`src/rtl/core/p2a_pkg.sv`:
```
`default_nettype none
package p2a_pkg;

  localparam int unsigned FMT_W = 3;
  localparam int unsigned REG_IDX_W = 3;
  localparam int unsigned REG_DATA_W = 8;

  // source formats
  localparam logic [FMT_W-1:0] FMT_MONO   = 3'd0;
  localparam logic [FMT_W-1:0] FMT_MASK   = 3'd1;
  localparam logic [FMT_W-1:0] FMT_RGBX   = 3'd2;
  localparam logic [FMT_W-1:0] FMT_RGB    = 3'd3;
  localparam logic [FMT_W-1:0] FMT_RGBA   = 3'd4;
  localparam logic [FMT_W-1:0] FMT_ARGB32 = 3'd5;
  localparam logic [FMT_W-1:0] FMT_RGBM   = 3'd6;
  localparam logic [FMT_W-1:0] FMT_MRGB32 = 3'd7;

  // register indexes
  localparam logic [REG_IDX_W-1:0] REG_SOURCE_FORMAT = 3'd0;
  localparam logic [REG_IDX_W-1:0] REG_MASK_RED      = 3'd1;
  localparam logic [REG_IDX_W-1:0] REG_MASK_GREEN    = 3'd2;
  localparam logic [REG_IDX_W-1:0] REG_MASK_BLUE     = 3'd3;

  localparam logic [FMT_W-1:0] SOURCE_FORMAT_RESET = FMT_ARGB32;
  localparam logic [7:0] OPAQUE = 8'hff;

  typedef struct packed {
    logic [7:0] byte0;
    logic [7:0] byte1;
    logic [7:0] byte2;
    logic [7:0] byte3;
    logic       end_of_row;
  } pixel_t;

  typedef struct packed {
    logic [31:0] argb_word;
    logic        end_of_row_out;
  } result_t;

  typedef struct packed {
    logic [FMT_W-1:0] source_format;
    logic [7:0]       mask_red;
    logic [7:0]       mask_green;
    logic [7:0]       mask_blue;
  } cfg_t;

endpackage
`default_nettype wire

```
`src/rtl/core/p2a_cfg.sv`:
```
`default_nettype none
module p2a_cfg (
  input  wire logic                             clk,
  input  wire logic                             rst,
  input  wire logic                             cfg_valid,
  output logic                                  cfg_ready,
  input  wire logic [p2a_pkg::REG_IDX_W-1:0]    cfg_index,
  input  wire logic [p2a_pkg::REG_DATA_W-1:0]   cfg_data,
  output p2a_pkg::cfg_t                         cfg
);

  p2a_pkg::cfg_t regs;

  assign cfg_ready = 1'b1;
  assign cfg      = regs;

  always_ff @(posedge clk) begin
    if (rst) begin
      regs.source_format <= p2a_pkg::SOURCE_FORMAT_RESET;
      regs.mask_red      <= 8'd0;
      regs.mask_green    <= 8'd0;
      regs.mask_blue     <= 8'd0;
    end else if (cfg_valid && cfg_ready) begin
      case (cfg_index)
        p2a_pkg::REG_SOURCE_FORMAT: regs.source_format <= cfg_data[p2a_pkg::FMT_W-1:0];
        p2a_pkg::REG_MASK_RED:      regs.mask_red      <= cfg_data;
        p2a_pkg::REG_MASK_GREEN:    regs.mask_green    <= cfg_data;
        p2a_pkg::REG_MASK_BLUE:     regs.mask_blue     <= cfg_data;
        default: ;
      endcase
    end
  end

endmodule
`default_nettype wire

```
`src/rtl/core/p2a_conv.sv`:
```
`default_nettype none
module p2a_conv (
  input  wire p2a_pkg::pixel_t pix,
  input  wire p2a_pkg::cfg_t   cfg,
  output p2a_pkg::result_t     res
);

  logic [7:0]  alpha;
  logic [7:0]  c_r;
  logic [7:0]  c_g;
  logic [7:0]  c_b;
  logic [15:0] prod_r;
  logic [15:0] prod_g;
  logic [15:0] prod_b;
  logic [31:0] word;

  // operand select for the three shared premultiply multipliers
  always_comb begin
    alpha = pix.byte3;
    c_r   = pix.byte0;
    c_g   = pix.byte1;
    c_b   = pix.byte2;
    case (cfg.source_format)
      p2a_pkg::FMT_MASK: begin
        alpha = p2a_pkg::OPAQUE - pix.byte0;
        c_r   = cfg.mask_red;
        c_g   = cfg.mask_green;
        c_b   = cfg.mask_blue;
      end
      p2a_pkg::FMT_MRGB32: begin
        c_r = pix.byte2;
        c_b = pix.byte0;
      end
      default: ;
    endcase
  end

  assign prod_r = {8'd0, c_r} * {8'd0, alpha};
  assign prod_g = {8'd0, c_g} * {8'd0, alpha};
  assign prod_b = {8'd0, c_b} * {8'd0, alpha};

  always_comb begin
    case (cfg.source_format)
      p2a_pkg::FMT_MONO:
        word = {p2a_pkg::OPAQUE, pix.byte0, pix.byte0, pix.byte0};
      p2a_pkg::FMT_MASK, p2a_pkg::FMT_RGBM, p2a_pkg::FMT_MRGB32:
        word = {alpha, prod_r[15:8], prod_g[15:8], prod_b[15:8]};
      p2a_pkg::FMT_RGBX, p2a_pkg::FMT_RGB:
        word = {p2a_pkg::OPAQUE, pix.byte0, pix.byte1, pix.byte2};
      p2a_pkg::FMT_RGBA:
        word = {pix.byte3, pix.byte0, pix.byte1, pix.byte2};
      default:
        word = {pix.byte3, pix.byte2, pix.byte1, pix.byte0};
    endcase
  end

  assign res.argb_word      = word;
  assign res.end_of_row_out = pix.end_of_row;

endmodule
`default_nettype wire

```
`src/rtl/core/pixel_to_argb32_converter.sv`:
```
`default_nettype none
// channel   handshake                    payload
// input     start, busy                  pixel (byte0..byte3, end_of_row)
// result    result_strobe                result (argb_word, end_of_row_out)
// config    cfg_valid, cfg_ready         cfg_index, cfg_data
//
// one pixel per cycle; a pixel taken passes through the input register, the
// conversion logic and the result register before its result strobe, with the
// three 8x8 premultiply multipliers in the conversion logic between them.
// busy is always low: the result side cannot stall and nothing backs up.
// rst is synchronous and clears the valid flags and config registers;
// source_format resets to the argb32 pass-through.
module pixel_to_argb32_converter (
  input  wire logic                             clk,
  input  wire logic                             rst,
  input  wire logic                             start,
  output logic                                  busy,
  input  wire p2a_pkg::pixel_t                  pixel,
  output logic                                  result_strobe,
  output p2a_pkg::result_t                      result,
  input  wire logic                             cfg_valid,
  output logic                                  cfg_ready,
  input  wire logic [p2a_pkg::REG_IDX_W-1:0]    cfg_index,
  input  wire logic [p2a_pkg::REG_DATA_W-1:0]   cfg_data
);

  p2a_pkg::cfg_t    cfg;
  p2a_pkg::pixel_t  pix;
  logic             pix_valid;
  p2a_pkg::result_t res_next;
  p2a_pkg::result_t res;
  logic             res_valid;

  assign busy = 1'b0;

  p2a_cfg u_cfg (
    .clk       (clk),
    .rst       (rst),
    .cfg_valid (cfg_valid),
    .cfg_ready (cfg_ready),
    .cfg_index (cfg_index),
    .cfg_data  (cfg_data),
    .cfg       (cfg)
  );

  // input register
  always_ff @(posedge clk) begin
    if (rst) begin
      pix_valid <= 1'b0;
    end else begin
      pix_valid <= start && !busy;
    end
  end

  always_ff @(posedge clk) begin
    if (start && !busy) begin
      pix <= pixel;
    end
  end

  p2a_conv u_conv (
    .pix (pix),
    .cfg (cfg),
    .res (res_next)
  );

  // result register
  always_ff @(posedge clk) begin
    if (rst) begin
      res_valid <= 1'b0;
    end else begin
      res_valid <= pix_valid;
    end
  end

  always_ff @(posedge clk) begin
    if (pix_valid) begin
      res <= res_next;
    end
  end

  assign result_strobe = res_valid;
  assign result        = res;

endmodule
`default_nettype wire

```
`config.mk`:
```
export PLATFORM = sky130hd
export DESIGN_NAME = pixel_to_argb32_converter
export DESIGN_NICKNAME = d
export VERILOG_FILES = /design/src/rtl/core/p2a_pkg.sv /design/src/rtl/core/p2a_cfg.sv /design/src/rtl/core/p2a_conv.sv /design/src/rtl/core/pixel_to_argb32_converter.sv
export SDC_FILE = /design/constraint.sdc
export NUM_CORES = 1
export LEC_CHECK = 0
export ABC_AREA = 0
export ABC_CLOCK_PERIOD_IN_PS = 6600
export BUFFER_PORTS_ARGS = -buffer_cell sky130_fd_sc_hd__buf_2
export CAP_MARGIN = 20
export CORE_MARGIN = 4
export CORE_UTILIZATION = 50
export CTS_BUF_LIST = sky130_fd_sc_hd__clkbuf_8
export DETAILED_ROUTE_END_ITERATION = 7
export HOLD_SLACK_MARGIN = 0.02
export PLACE_DENSITY_LB_ADDON = 0.08
export SLEW_MARGIN = 20
export SYNTH_ARGS = -nofsm -noshare
export SYNTH_HDL_FRONTEND = slang
export SYNTH_HIERARCHICAL = 1
export SYNTH_SLANG_ARGS = --single-unit
```
`constraint.sdc`:
```
create_clock -name clk -period 6.6 [get_ports clk]
set_input_delay 0.99 -clock clk [delete_from_list [all_inputs] [get_ports clk]]
set_output_delay 0.99 -clock clk [all_outputs]
set_load 0.02 [all_outputs]
```
# [Yosys cells after proc, flatten, opt, wreduce, memory -nomap -nowiden]
# Index checks and enable logic that the tools add are counted.
# W data, S select, Z words.
[classes] multipliers=3 n_mux=5 addsub=1 n_eq_ne=9 n_reduce_logical=8
[op_table] operator="$pmux W32 S4" n=1
[op_table] operator="$mul A8 B8 Y16" n=3
[op_table] operator="$pmux W8 S2" n=2
[op_table] operator="$mux W8" n=2
[op_table] operator="$eq A3 B2 Y1 const B" n=4
[op_table] operator="$eq A3 B3 Y1 const B" n=3
[op_table] operator="$reduce_and A2 Y1" n=4
[op_table] operator="$sub A8 B8 Y8 const A" n=1
[op_table] operator="$eq A3 B1 Y1 const B" n=2
[op_table] operator="$logic_not A3 Y1" n=2
[op_table] operator="$reduce_or A3 Y1" n=1
[op_table] operator="$reduce_or A2 Y1" n=1
[totals] in_bits=48 out_inout_bits=36 elab_cells=39 reg_bits=95

# [Logic depth before layout (Yosys ltp)]
# Gate-level depths: netlist of the first run.
[logic_depth] ltp_word=4 depth_mapped=25 mapped_depth_nobuf=21

# [Hierarchy]
# Netlist of the first run, hierarchy kept.
[by_module_without_submodules] module="p2a_conv" n_inst=1 area_each_um2=6870.3 cells_per_inst=885 seq_area_each_um2=0.0
[by_module_without_submodules] module="pixel_to_argb32_converter" n_inst=1 area_each_um2=2045.7 cells_per_inst=72 seq_area_each_um2=2021.9
[by_module_without_submodules] module="p2a_cfg" n_inst=1 area_each_um2=1163.6 cells_per_inst=106 seq_area_each_um2=540.5

# [Worst setup path before layout of the first run]
# No wires, ideal clock.
[synth_path] kind="reg2reg" startpoint="reg u_cfg.regs (netlist bit u_cfg/cfg[24])" endpoint="reg res (netlist bit result[4]) (data pin)" stages_incl_launch_ff=24 required_time_ns=6.328 slack_ns=0.175 t_arrival_ns=6.153 n_path_buf=4 period_less_slack_ns=6.425 setup_ns=0.272 cell_sequence="dfxtp_1 -> buf_2 -> nor3b_1 -> clkbuf_1 -> clkbuf_1 -> nand2_1 -> o21ai_1 -> clkbuf_1 -> nor2_1 -> fa_1 -> fa_1 -> inv_1 -> fa_1 -> fa_1 -> inv_1 -> ha_1 -> nand4_1 -> or3_1 -> o31a_1 -> o21ai_1 -> o21ai_1 -> xnor2_1 -> mux2_2 -> mux4_2"
[synth_rtl] element="from (decl)" line="p2a_cfg.sv:12" text="p2a_pkg::cfg_t regs;"
[synth_rtl] element="to (signal assigned)" line="pixel_to_argb32_converter.sv:78" text="res <= res_next;"
[synth_rtl] element="to (decl)" line="pixel_to_argb32_converter.sv:31" text="p2a_pkg::result_t res;"

==> metrics.txt, run 1 <==
CP bufs+invs 4; FF+latch area between 2000 and 3000 µm²; Synth Cell Area 10,100 µm²; first-pass GRT wire length 42.5 mm; outcome finished, final reports clean; hold crit path type flop to flop; setup violators final 0; number of fillers in the final layout between 1,500 and 2,000; clock buffer count from CTS 9; # Post-CTS Setup Buffers 0; Slew @ Worst Pin about 1.0 ns; Startpoint Class flop; GR Util met1 35.7%; maximum vdd ir drop approximately 0.00015 V; Fin Setup TNS 0 ns; met3 usage 4.36%; YS warnings 6; Max FO, Critical Path 21; TritonCTS clock tree built; Mapped Nets around 1,300; Syn Area/Cell 9.48 µm²; commonest non-fill, non-tap cell in the layout nor2_1; asr flop ratio synth 0%; Worst Clk Skew 0.0178 ns; Post-Route WL 26.7 mm; Mapped Cells 1,063; root buf cell clkbuf_8; DR iter-0 viols roughly 730; met2 Use GR 38.0%; Avg WL per Cell between 15 and 20 µm; Chip Height around 150 µm; vias in the first global route around 7,800; number of buffers added on ports 81; H-tree depth 3; PD cells about 330 nW/µm²; NumNets Final between 1,000 and 1,500; CTS resizes 0; Leakage about 0.0052 µW; clk sinks 95; Yosys reg bits 95; Seq/Total Area, Yosys between 20% and 30%; Power Total 3650 µW; clk slew on worst S/H paths roughly 0.12 ns; Hold Fails Final Rpt 0; Crit path largest cell delay approximately 0.50 ns; Critical Path AT roughly 6.5 ns; Die X 150 µm; area grow syn2layout 10.2%; buffer depth of the longest clock path 2; Max Fclk ~160 MHz; largest net degree at the start of global routing 40; RSZ-0062 raised after global routing false; core area approximately 20,000 µm²; Final period util between 90% and 100%; Max-Cap Viols 0; GR peak layer met2; Final WS setup 0.349 ns; critical path class flop to flop; crit path time final between 6 and 7 ns; # diodes 0; Worst setup EP type flop; Worst-Skew Late Latency ~0.40 ns; RD Place Congestion around 0.88; cell mode on critical path fa_1; layout cells sized above 1 16.6%; die area 22,500 µm²; hold buffers post-CTS 0; antenna violations before repair 1; GR Overflow Total 0; Multi-input gate area between 6000 and 7000 µm²; # DRC 0; synth unique cells 70; routed vias/inst 5.56; DP HPWL 21.1 mm; Rel. slew slack a little under a third; routed via count slightly below 8,000; Post-synth EDFFs 66; Most used DFF post-synth edfxtp_1; slowest CP cell fa_1; Routed Antenna Nets 0; Starting Density 51.3%; chain of cells forming the critical path buf_4, or3b_1, a21oi_2, buf_4, nor2_1, fa_1, fa_1, fa_1, inv_1, fa_1, inv_1, ha_1, nand2_1, a2bb2oi_1, o41ai_2, o41a_1, a221o_1, or3_1, o211a_1, o2bb2ai_2; dpl ws roughly 0.43 ns; Ports 84; gr usage total about a quarter; num rows between 50 and 60; Final Max Tran Viols 0; First-pass DRT Iterations 5; CP required approximately 6.9 ns; Largest delay share family, worst path adder cells; most frequent cells in the layout nor2_1 (176), inv_1 (149), fa_1 (105), ha_1 (99), buf_2 (81)
[registers in the layout, summed over array words and instances, names as in the netlist]
name,count
result,33
pix,33
result_strobe,1
u_cfg/cfg,27
pix_valid,1
[worst paths after layout]
kind	startpoint	end	slack [ns]	depth (start not counted)
setup / recovery	u_cfg/cfg[24]	result[24]	0.35	20
hold / removal	pix[0]	result[0]	0.43	0
setup reg to reg	u_cfg/cfg[24]	result[24]	0.35	20
hold reg to reg	pix[0]	result[0]	0.43	0
[layer usage]
layer	vias up	part of all wire [%]
li1	3676	-
met1	3847	45
met2	287	45
met3	43	7.5
met4	2	2.4
met5	-	0.049
[cells in the mapped netlist (4+ instances only)]
master | number | share of area (%)
or2_2 | 36 | 2.2
nand2_1 | 30 | 1.1
a21oi_1 | 43 | 2.1
edfxtp_1 | 66 | 20
a2bb2oi_1 | 6 | 0.52
nor2_1 | 176 | 6.6
mux2i_1 | 36 | 3.6
dfxtp_1 | 29 | 5.8
xnor2_1 | 16 | 1.4
a21o_1 | 9 | 0.67
buf_4 | 5 | 0.37
buf_2 | 4 | 0.20
o21a_1 | 9 | 0.67
o21ai_1 | 13 | 0.65
inv_1 | 149 | 5.5
o21ai_0 | 16 | 0.79
nand3_1 | 8 | 0.40
o221ai_1 | 10 | 0.87
nor3_1 | 6 | 0.30
fa_1 | 105 | 21
clkbuf_1 | 39 | 1.5
buf_1 | 5 | 0.19
a22o_1 | 12 | 1.0
a211oi_1 | 8 | 0.60
o22ai_1 | 4 | 0.25
xor2_1 | 10 | 0.87
ha_1 | 99 | 12
nor2b_1 | 5 | 0.31
nand2b_1 | 44 | 2.7
nor3b_1 | 7 | 0.52
[where the power goes]
group	internal, µW	switching (µW)	leakage (µW)
clock	149	254	0.000100
combinational	1050	1470	0.00427
sequential	683	40.2	0.000868
[kinds of logic after synthesis]
kind of cell	after synthesis	share of synthesized area, %
AO/OA/AOI/OAI	160	10.9
other	2	0.0745
AND/OR/NAND/NOR	330	15.9
XOR/XNOR	26	2.26
adder cells (fa/ha/maj)	204	33.1
buffers and inverters	205	8.02
flip-flops	95	25.4
multiplexers	41	4.36
[through the flow]
stage | util, % | hold WS, ns | cell area (µm²) | std cells
after floorplan | - | 0.448 | 10100 | 1063
after global placement | 55.5 | 0.407 | 10900 | 1398
after detailed placement | 55.5 | 0.415 | 10900 | 1398
after CTS | 56.5 | 0.442 | 11100 | 1414
after global routing | 56.5 | 0.464 | 11100 | 1414
final | 56.5 | 0.434 | 11100 | 1414
[worst reg2reg max path, delay by kind of cell, from the launching register on]
family	cells	cell delay, ns
compound gates	7	1.83
fa+ha+maj	5	2.24
buf+inv	4	0.69
flops	1	0.39
simple gates	4	0.99
[cell type report]
class	instances	share of cell area [%]
clock buffers	9	1.12
clock inverters	7	0.620
inverters	150	5.07
multi-input cells	763	60.5
flip-flops and latches	95	23.1
well taps	265	2.99
repair buffers	125	6.63
Power figures use the tool's default switching activity.
==> run 2, diff against run 1 <==
--- a/config.mk
+++ b/config.mk
@@ -6,15 +6,17 @@
 export NUM_CORES = 1
 export LEC_CHECK = 0
 export ABC_AREA = 0
-export ABC_CLOCK_PERIOD_IN_PS = 6600
+export ABC_CLOCK_PERIOD_IN_PS = 6000
 export BUFFER_PORTS_ARGS = -buffer_cell sky130_fd_sc_hd__buf_2
 export CAP_MARGIN = 20
 export CORE_MARGIN = 4
 export CORE_UTILIZATION = 50
 export CTS_BUF_LIST = sky130_fd_sc_hd__clkbuf_8
+export CTS_CLUSTER_DIAMETER = 40
 export DETAILED_ROUTE_END_ITERATION = 7
 export HOLD_SLACK_MARGIN = 0.02
 export PLACE_DENSITY_LB_ADDON = 0.08
+export SKIP_LAST_GASP = 1
 export SLEW_MARGIN = 20
 export SYNTH_ARGS = -nofsm -noshare
 export SYNTH_HDL_FRONTEND = slang
==> constraint.sdc (replaced) <==
create_clock -name clk -period 6 [get_ports clk]
set_input_delay 0.9 -clock clk [delete_from_list [all_inputs] [get_ports clk]]
set_output_delay 0.9 -clock clk [all_outputs]
set_load 0.02 [all_outputs]
==> metrics.txt, run 2 (synthesis gave the netlist of run 1 again) <==
crit path time final 5.88 ns (-0.375 ns); Min Hold Slack 0.433 ns (-0.000989 ns); Avg WL per Cell 18.9 µm (about the same); hold crit path type flop to flop; clk slew on worst S/H paths 0.11 ns (about the same); Largest delay share family, worst path adder cells; Power Total 4300 µW (+18%); # DRC 0 (unchanged); num rows 51 (unchanged); Routed Antenna Nets 0 (unchanged); NumNets Final 1,434 (+2.7%); H-tree depth 3 (unchanged); layout cells sized above 1 21.8% (+5.2 points); antenna violations before repair 0 (-1); setup violators final 0 (unchanged); gr usage total 24.7% (+0.073 points); clock buffer count from CTS 9 (unchanged); cell mode on critical path fa_1; Max-Cap Viols 0 (unchanged); Final Max Tran Viols 0 (unchanged); slowest CP cell fa_1; die area 22,500 µm² (unchanged); critical path class flop to flop; Startpoint Class flop; vias in the first global route 7,815 (+0.72%); First-pass DRT Iterations 7 (+2); largest net degree at the start of global routing 43 (+7.5%); PD cells 369 nW/µm² (+12%); Worst Clk Skew 0.0213 ns (+0.00350 ns); DP HPWL 21.6 mm (+2.1%); Rel. slew slack 36.0% (+5.6 points); Starting Density 51.3% (unchanged); outcome finished, final reports clean; clk sinks 95 (unchanged); DR iter-0 viols 836 (+15%); routed vias/inst 5.50 (-1.1%); maximum vdd ir drop 0.000231 V (+52%); CP bufs+invs 5 (+1); Post-Route WL 27.4 mm (+2.8%); Final period util 97.9% (+3.2 points); DP Area 11,200 µm² (+2.4%); TritonCTS clock tree built; area grow syn2layout 15.7%; number of fillers in the final layout 1,804 (-4.7%); final cell utilization of the core 59.4% (+2.9 points); Max FO, Critical Path 12 (-43%); Worst setup EP type flop; commonest non-fill, non-tap cell in the layout nor2_1; RSZ-0062 raised after global routing true; chain of cells forming the critical path nor3b_4, buf_4, buf_12, a22o_1, a21oi_2, or2_4, fa_1, fa_1, inv_1, fa_1, inv_1, fa_1, inv_1, ha_4, nand2_2, a2bb2oi_2, o41ai_4, o41a_1, a221o_1, or3_1, o211a_1, o2bb2ai_2; CP required 6.24 ns (-0.63 ns); Max Fclk 170 MHz (+6.4%); RD Place Congestion 0.991 (+13%); buffer depth of the longest clock path 2 (unchanged); Chip Height 150 µm (unchanged); Ports 84 (unchanged); Leakage 0.00551 µW (+5.1%); Hold Fails Final Rpt 0 (unchanged); root buf cell clkbuf_8; final instance area 11,700 µm² (+5.1%); R2R setup slack 0.12 ns (-0.22 ns); first-pass GRT wire length 42.9 mm (+1.0%); routed via count 7,979 (+1.6%); GR Overflow Total 0 (unchanged); most frequent cells in the layout nor2_1 (174), inv_1 (149), fa_1 (105), ha_1 (97), buf_2 (81); number of buffers added on ports 81 (unchanged); # diodes 0 (unchanged); Slew @ Worst Pin 0.960 ns (-0.0838 ns); Die X 150 µm (unchanged); Crit path largest cell delay 0.55 ns (+0.05 ns); Critical Path AT 6.12 ns (-0.40 ns); Worst-Skew Late Latency 0.38 ns (-0.02 ns); core area 19,700 µm² (unchanged)
run 2: what timing repair did:
action	CTS	global route
pin swaps	0	11
endpoints found under the hold margin	0	0
setup buffers	0	11
setup endpoints to repair	3	20
resized for setup	4	41
hold buffers	0	0
run 2: where the power goes:
| part | switching, µW | internal [µW] |
|---|---|---|
| logic | 1720 | 1320 |
| registers | 42.5 | 751 |
| clock network | 267 | 207 |
run 2: layout make-up:
cell class,instances,area (µm²),area share (%)
clock buffer,9,124,1.06
clock inverter,7,95.1,0.815
tap,265,332,2.84
inverter,150,563,4.83
sequential,95,2570,22.1
timing repair buffer,163,1090,9.37
multi-input combinational,763,6890,59.0
run 2: path summary, 6_finish.rpt:
check	from	to	depth (start not counted)
worst min register to register	pix[0]	result[0]	0
worst max register to register	u_cfg/cfg[26]	result[24]	22
worst min-delay path	pix[0]	result[0]	0
worst max-delay path	u_cfg/cfg[26]	result[24]	22
run 2: worst register-to-register path: stages, from the launching register on:
cell	delay, ns
dfxtp_2	0.38
nor3b_4	0.31
buf_4	0.18
buf_12	0.12
a22o_1	0.21
a21oi_2	0.07
or2_4	0.28
fa_1	0.52
fa_1	0.55
inv_1	0.05
fa_1	0.48
inv_1	0.05
fa_1	0.48
inv_1	0.06
ha_4	0.21
nand2_2	0.07
a2bb2oi_2	0.18
o41ai_4	0.12
o41a_1	0.42
a221o_1	0.36
or3_1	0.38
o211a_1	0.15
o2bb2ai_2	0.13
run 2: metal layers:
layer / track usage [%] / share of wire [%] / vias up
li1: - / - / 3758
met4: 6.72 / 3.0 / 2
met3: 2.54 / 4.1 / 65
met1: 36.4 / 47 / 3923
met2: 39.2 / 46 / 231
met5: 0 / 0.062 / -
run 2: through the flow:
stage	setup slack, ns	instances	TNS (ns)
floorplan	0.00328	1063	0
global placement	0.0507	1425	0
detailed placement	-0.0256	1425	-0.0491
CTS	-0.0211	1441	-0.0312
global route	-0.0625	1452	-0.279
finish	0.124	1452	0
==> run 3, diff against run 2 <==
--- a/config.mk
+++ b/config.mk
@@ -5,7 +5,7 @@
 export SDC_FILE = /design/constraint.sdc
 export NUM_CORES = 1
 export LEC_CHECK = 0
-export ABC_AREA = 0
+export ABC_AREA = 1
 export ABC_CLOCK_PERIOD_IN_PS = 6000
 export BUFFER_PORTS_ARGS = -buffer_cell sky130_fd_sc_hd__buf_2
 export CAP_MARGIN = 20
@@ -20,5 +20,4 @@
 export SLEW_MARGIN = 20
 export SYNTH_ARGS = -nofsm -noshare
 export SYNTH_HDL_FRONTEND = slang
-export SYNTH_HIERARCHICAL = 1
 export SYNTH_SLANG_ARGS = --single-unit
==> metrics.txt, run 3 <==
chain of cells forming the critical path inv_1, nor2_4, nor2_8, a21oi_1, or2_1, fa_1, fa_1, inv_1, fa_1, inv_1, fa_1, inv_1, ha_1, a21oi_1, o21ai_0, inv_1, nand2_1, or2_2, nand3_1, a31oi_1; Final Max Tran Viols 0 (unchanged); GR Overflow Total 0 (unchanged); Sequential Power Share 18.4% (about the same); first-pass GRT wire length 45.2 mm (+5.2%); maximum vdd ir drop 0.000199 V (-14%); Comb power frac 70.6% (about the same); Yosys reg bits 95 (unchanged); routed vias/inst 5.38 (-2.1%); Post-synth EDFFs 66 (unchanged); DP Area 11,100 µm² (-1.1%); PD cells 382 nW/µm² (+3.5%); outcome finished, final reports clean; Worst Clk Skew 0.0305 ns (+0.00919 ns); DP HPWL 23.0 mm (+6.7%); # DRC 0 (unchanged); Multi-input gate area 6630 µm² (-3.7%); NumNets Final 1,596 (+11%); Leakage 0.00570 µW (+3.5%); root buf cell clkbuf_8; Critical Path Start u_cfg.cfg[24]; slowest CP cell a21oi_1; antenna violations before repair 1 (+1); asr flop ratio synth 0% (unchanged); Switching Share 52.7% (+5.6 points); clock power share 11.0% (about the same); # diodes 0 (unchanged); hold_sp pix[0]; internal power 2040 µW (-10%); area grow syn2layout 8.50%; buffer depth of the longest clock path 2 (unchanged); top-area cell type share of the netlist area 20.2% (-0.65 points); Worst setup EP type flop; worst r2r src u_cfg.cfg[24]; number of buffers added on ports 81 (unchanged); synth unique cells 50 (-29%); Max FO, Critical Path 16 (+4); CP required 6.12 ns (-0.12 ns); Most used DFF post-synth edfxtp_1; top cells by area, synth fa_1 (20%), edfxtp_1 (19%), ha_1 (12%), inv_1 (9.7%), nand2_1 (6.7%); DR iter-0 viols 832 (-0.48%); gr usage total 24.4% (-0.34 points); FF+latch area 2560 µm² (-0.34%); Chip Height 152 µm (+1.5%); RSZ-0062 raised after global routing false; num rows 52 (+2.0%); Crit path largest cell delay 0.72 ns (+0.17 ns); Post-Route WL 28.2 mm (+3.0%); Slew @ Worst Pin 1.05 ns (+0.0887 ns); final cell utilization of the core 55.4% (-3.9 points); Routed Antenna Nets 0 (unchanged); clk slew on worst S/H paths 0.11 ns (about the same); H-tree depth 3 (unchanged); RD Place Congestion 0.937 (-5.4%); YS warnings 0 (-6); Ports 84 (unchanged); Hold Fails Final Rpt 0 (unchanged); top cells by count, synth inv_1 (270), nand2_1 (185), nor2_1 (176); Rel. slew slack 30.1% (-5.9 points); critical path class flop to flop; hold crit path type flop to flop; commonest non-fill, non-tap cell in the layout inv_1; most frequent cells in the layout inv_1 (270), nand2_1 (185), nor2_1 (176), fa_1 (105), ha_1 (99); clock buffer count from CTS 9 (unchanged); Mapped Nets 1,525 (+16%); Max-Cap Viols 0 (unchanged); Worst-Skew Late Latency 0.41 ns (+0.03 ns); Psw 2270 µW (+12%); cell mode on critical path inv_1; layout cells sized above 1 11.9% (-9.9 points); Synth Cell Area 10,400 µm² (+3.2%); Seq/Total Area, Yosys 24.6% (-0.79 points); TritonCTS clock tree built; number of fillers in the final layout 1,937 (+7.4%); Avg WL per Cell 17.4 µm (-7.6%); Mapped Cells 1,273 (+20%); Fin Setup TNS 0 ns (unchanged); leading area contributor after synthesis fa_1; die area 23,200 µm² (+3.0%); vias in the first global route 8,579 (+9.8%); First-pass DRT Iterations 6 (-1); hold buffers post-CTS 0 (unchanged); Syn Area/Cell 8.17 µm² (-14%); Die X 152 µm (+1.5%); largest net degree at the start of global routing 38 (-12%); setup violators final 0 (unchanged); most common cell in the netlist inv_1; Final period util 96.4% (-1.5 points); Critical Path AT 5.90 ns (-0.22 ns); Max Fclk 173 MHz (+1.6%); crit path time final 5.78 ns (-0.0912 ns); Startpoint Class flop; clk sinks 95 (unchanged); final instance area 11,300 µm² (-3.2%); Starting Density 51.1% (-0.20 points); routed via count 8,712 (+9.2%); core area 20,400 µm² (+3.6%)
## run 3: final timing paths
kind               end  slack [ns]  cells after the start
max          result[1]        0.22                     20
min          result[0]        0.44                      0
max reg2reg  result[1]        0.22                     20
min reg2reg  result[0]        0.44                      0
## run 3: cell families after synthesis
logic type,count (synthesis),share of synthesized area [%]
simple gates,461,19.0
buf+inv,307,11.8
fa+ha+maj,204,32.1
compound gates,198,11.9
flops,95,24.6
xor+xnor,5,0.421
other cells,2,0.0722
mux,1,0.0962
## run 3: power groups by stage
stage               registers [µW]  logic [µW]  clock network [µW]
floorplan                      817        2290                   0
global placement               809        2980                   0
detailed placement             809        3000                   0
CTS                            794        3020                 482
global route                   799        3510                 513
finish                         794        3040                 473
## run 3: what timing repair did
action / CTS / global route
setup endpoints to repair: 0 / 7
setup buffers: 0 / 0
resized for setup: 0 / 4
## run 3: per-stage QoR
stage          hold WS [ns]  setup slack [ns]  cells  power (µW)
4_1_cts               0.440             0.184   1619        4300
3_5_place_dp          0.415             0.251   1603        3800
6_report              0.437             0.215   1619        4310
2_1_floorplan         0.400             0.793   1273        3100
3_3_place_gp          0.407             0.262   1603        3790
5_1_grt               0.462           0.00221   1619        4820
## run 3: metal layers
metal | global-route usage (%) | share of wire, %
met1 | 36.1 | 47
met2 | 36.2 | 42
met3 | 5.28 | 8.3
met4 | 7.02 | 2.9
met5 | 0 | 0
## run 3: area by class of cell
class	count	area share, %
clock inverters	7	0.809
inverters	274	9.12
well taps	270	2.99
multi-input cells	871	58.8
repair buffers	93	4.50
clock buffers	9	1.10
flip-flops and latches	95	22.7
## run 3: critical path, delay by kind of cell (launching register included)
family / cells / cell delay (ns)
simple gates: 6 / 1.03
buf+inv: 5 / 0.44
fa+ha+maj: 5 / 2.27
flops: 1 / 0.59
compound gates: 4 / 1.19
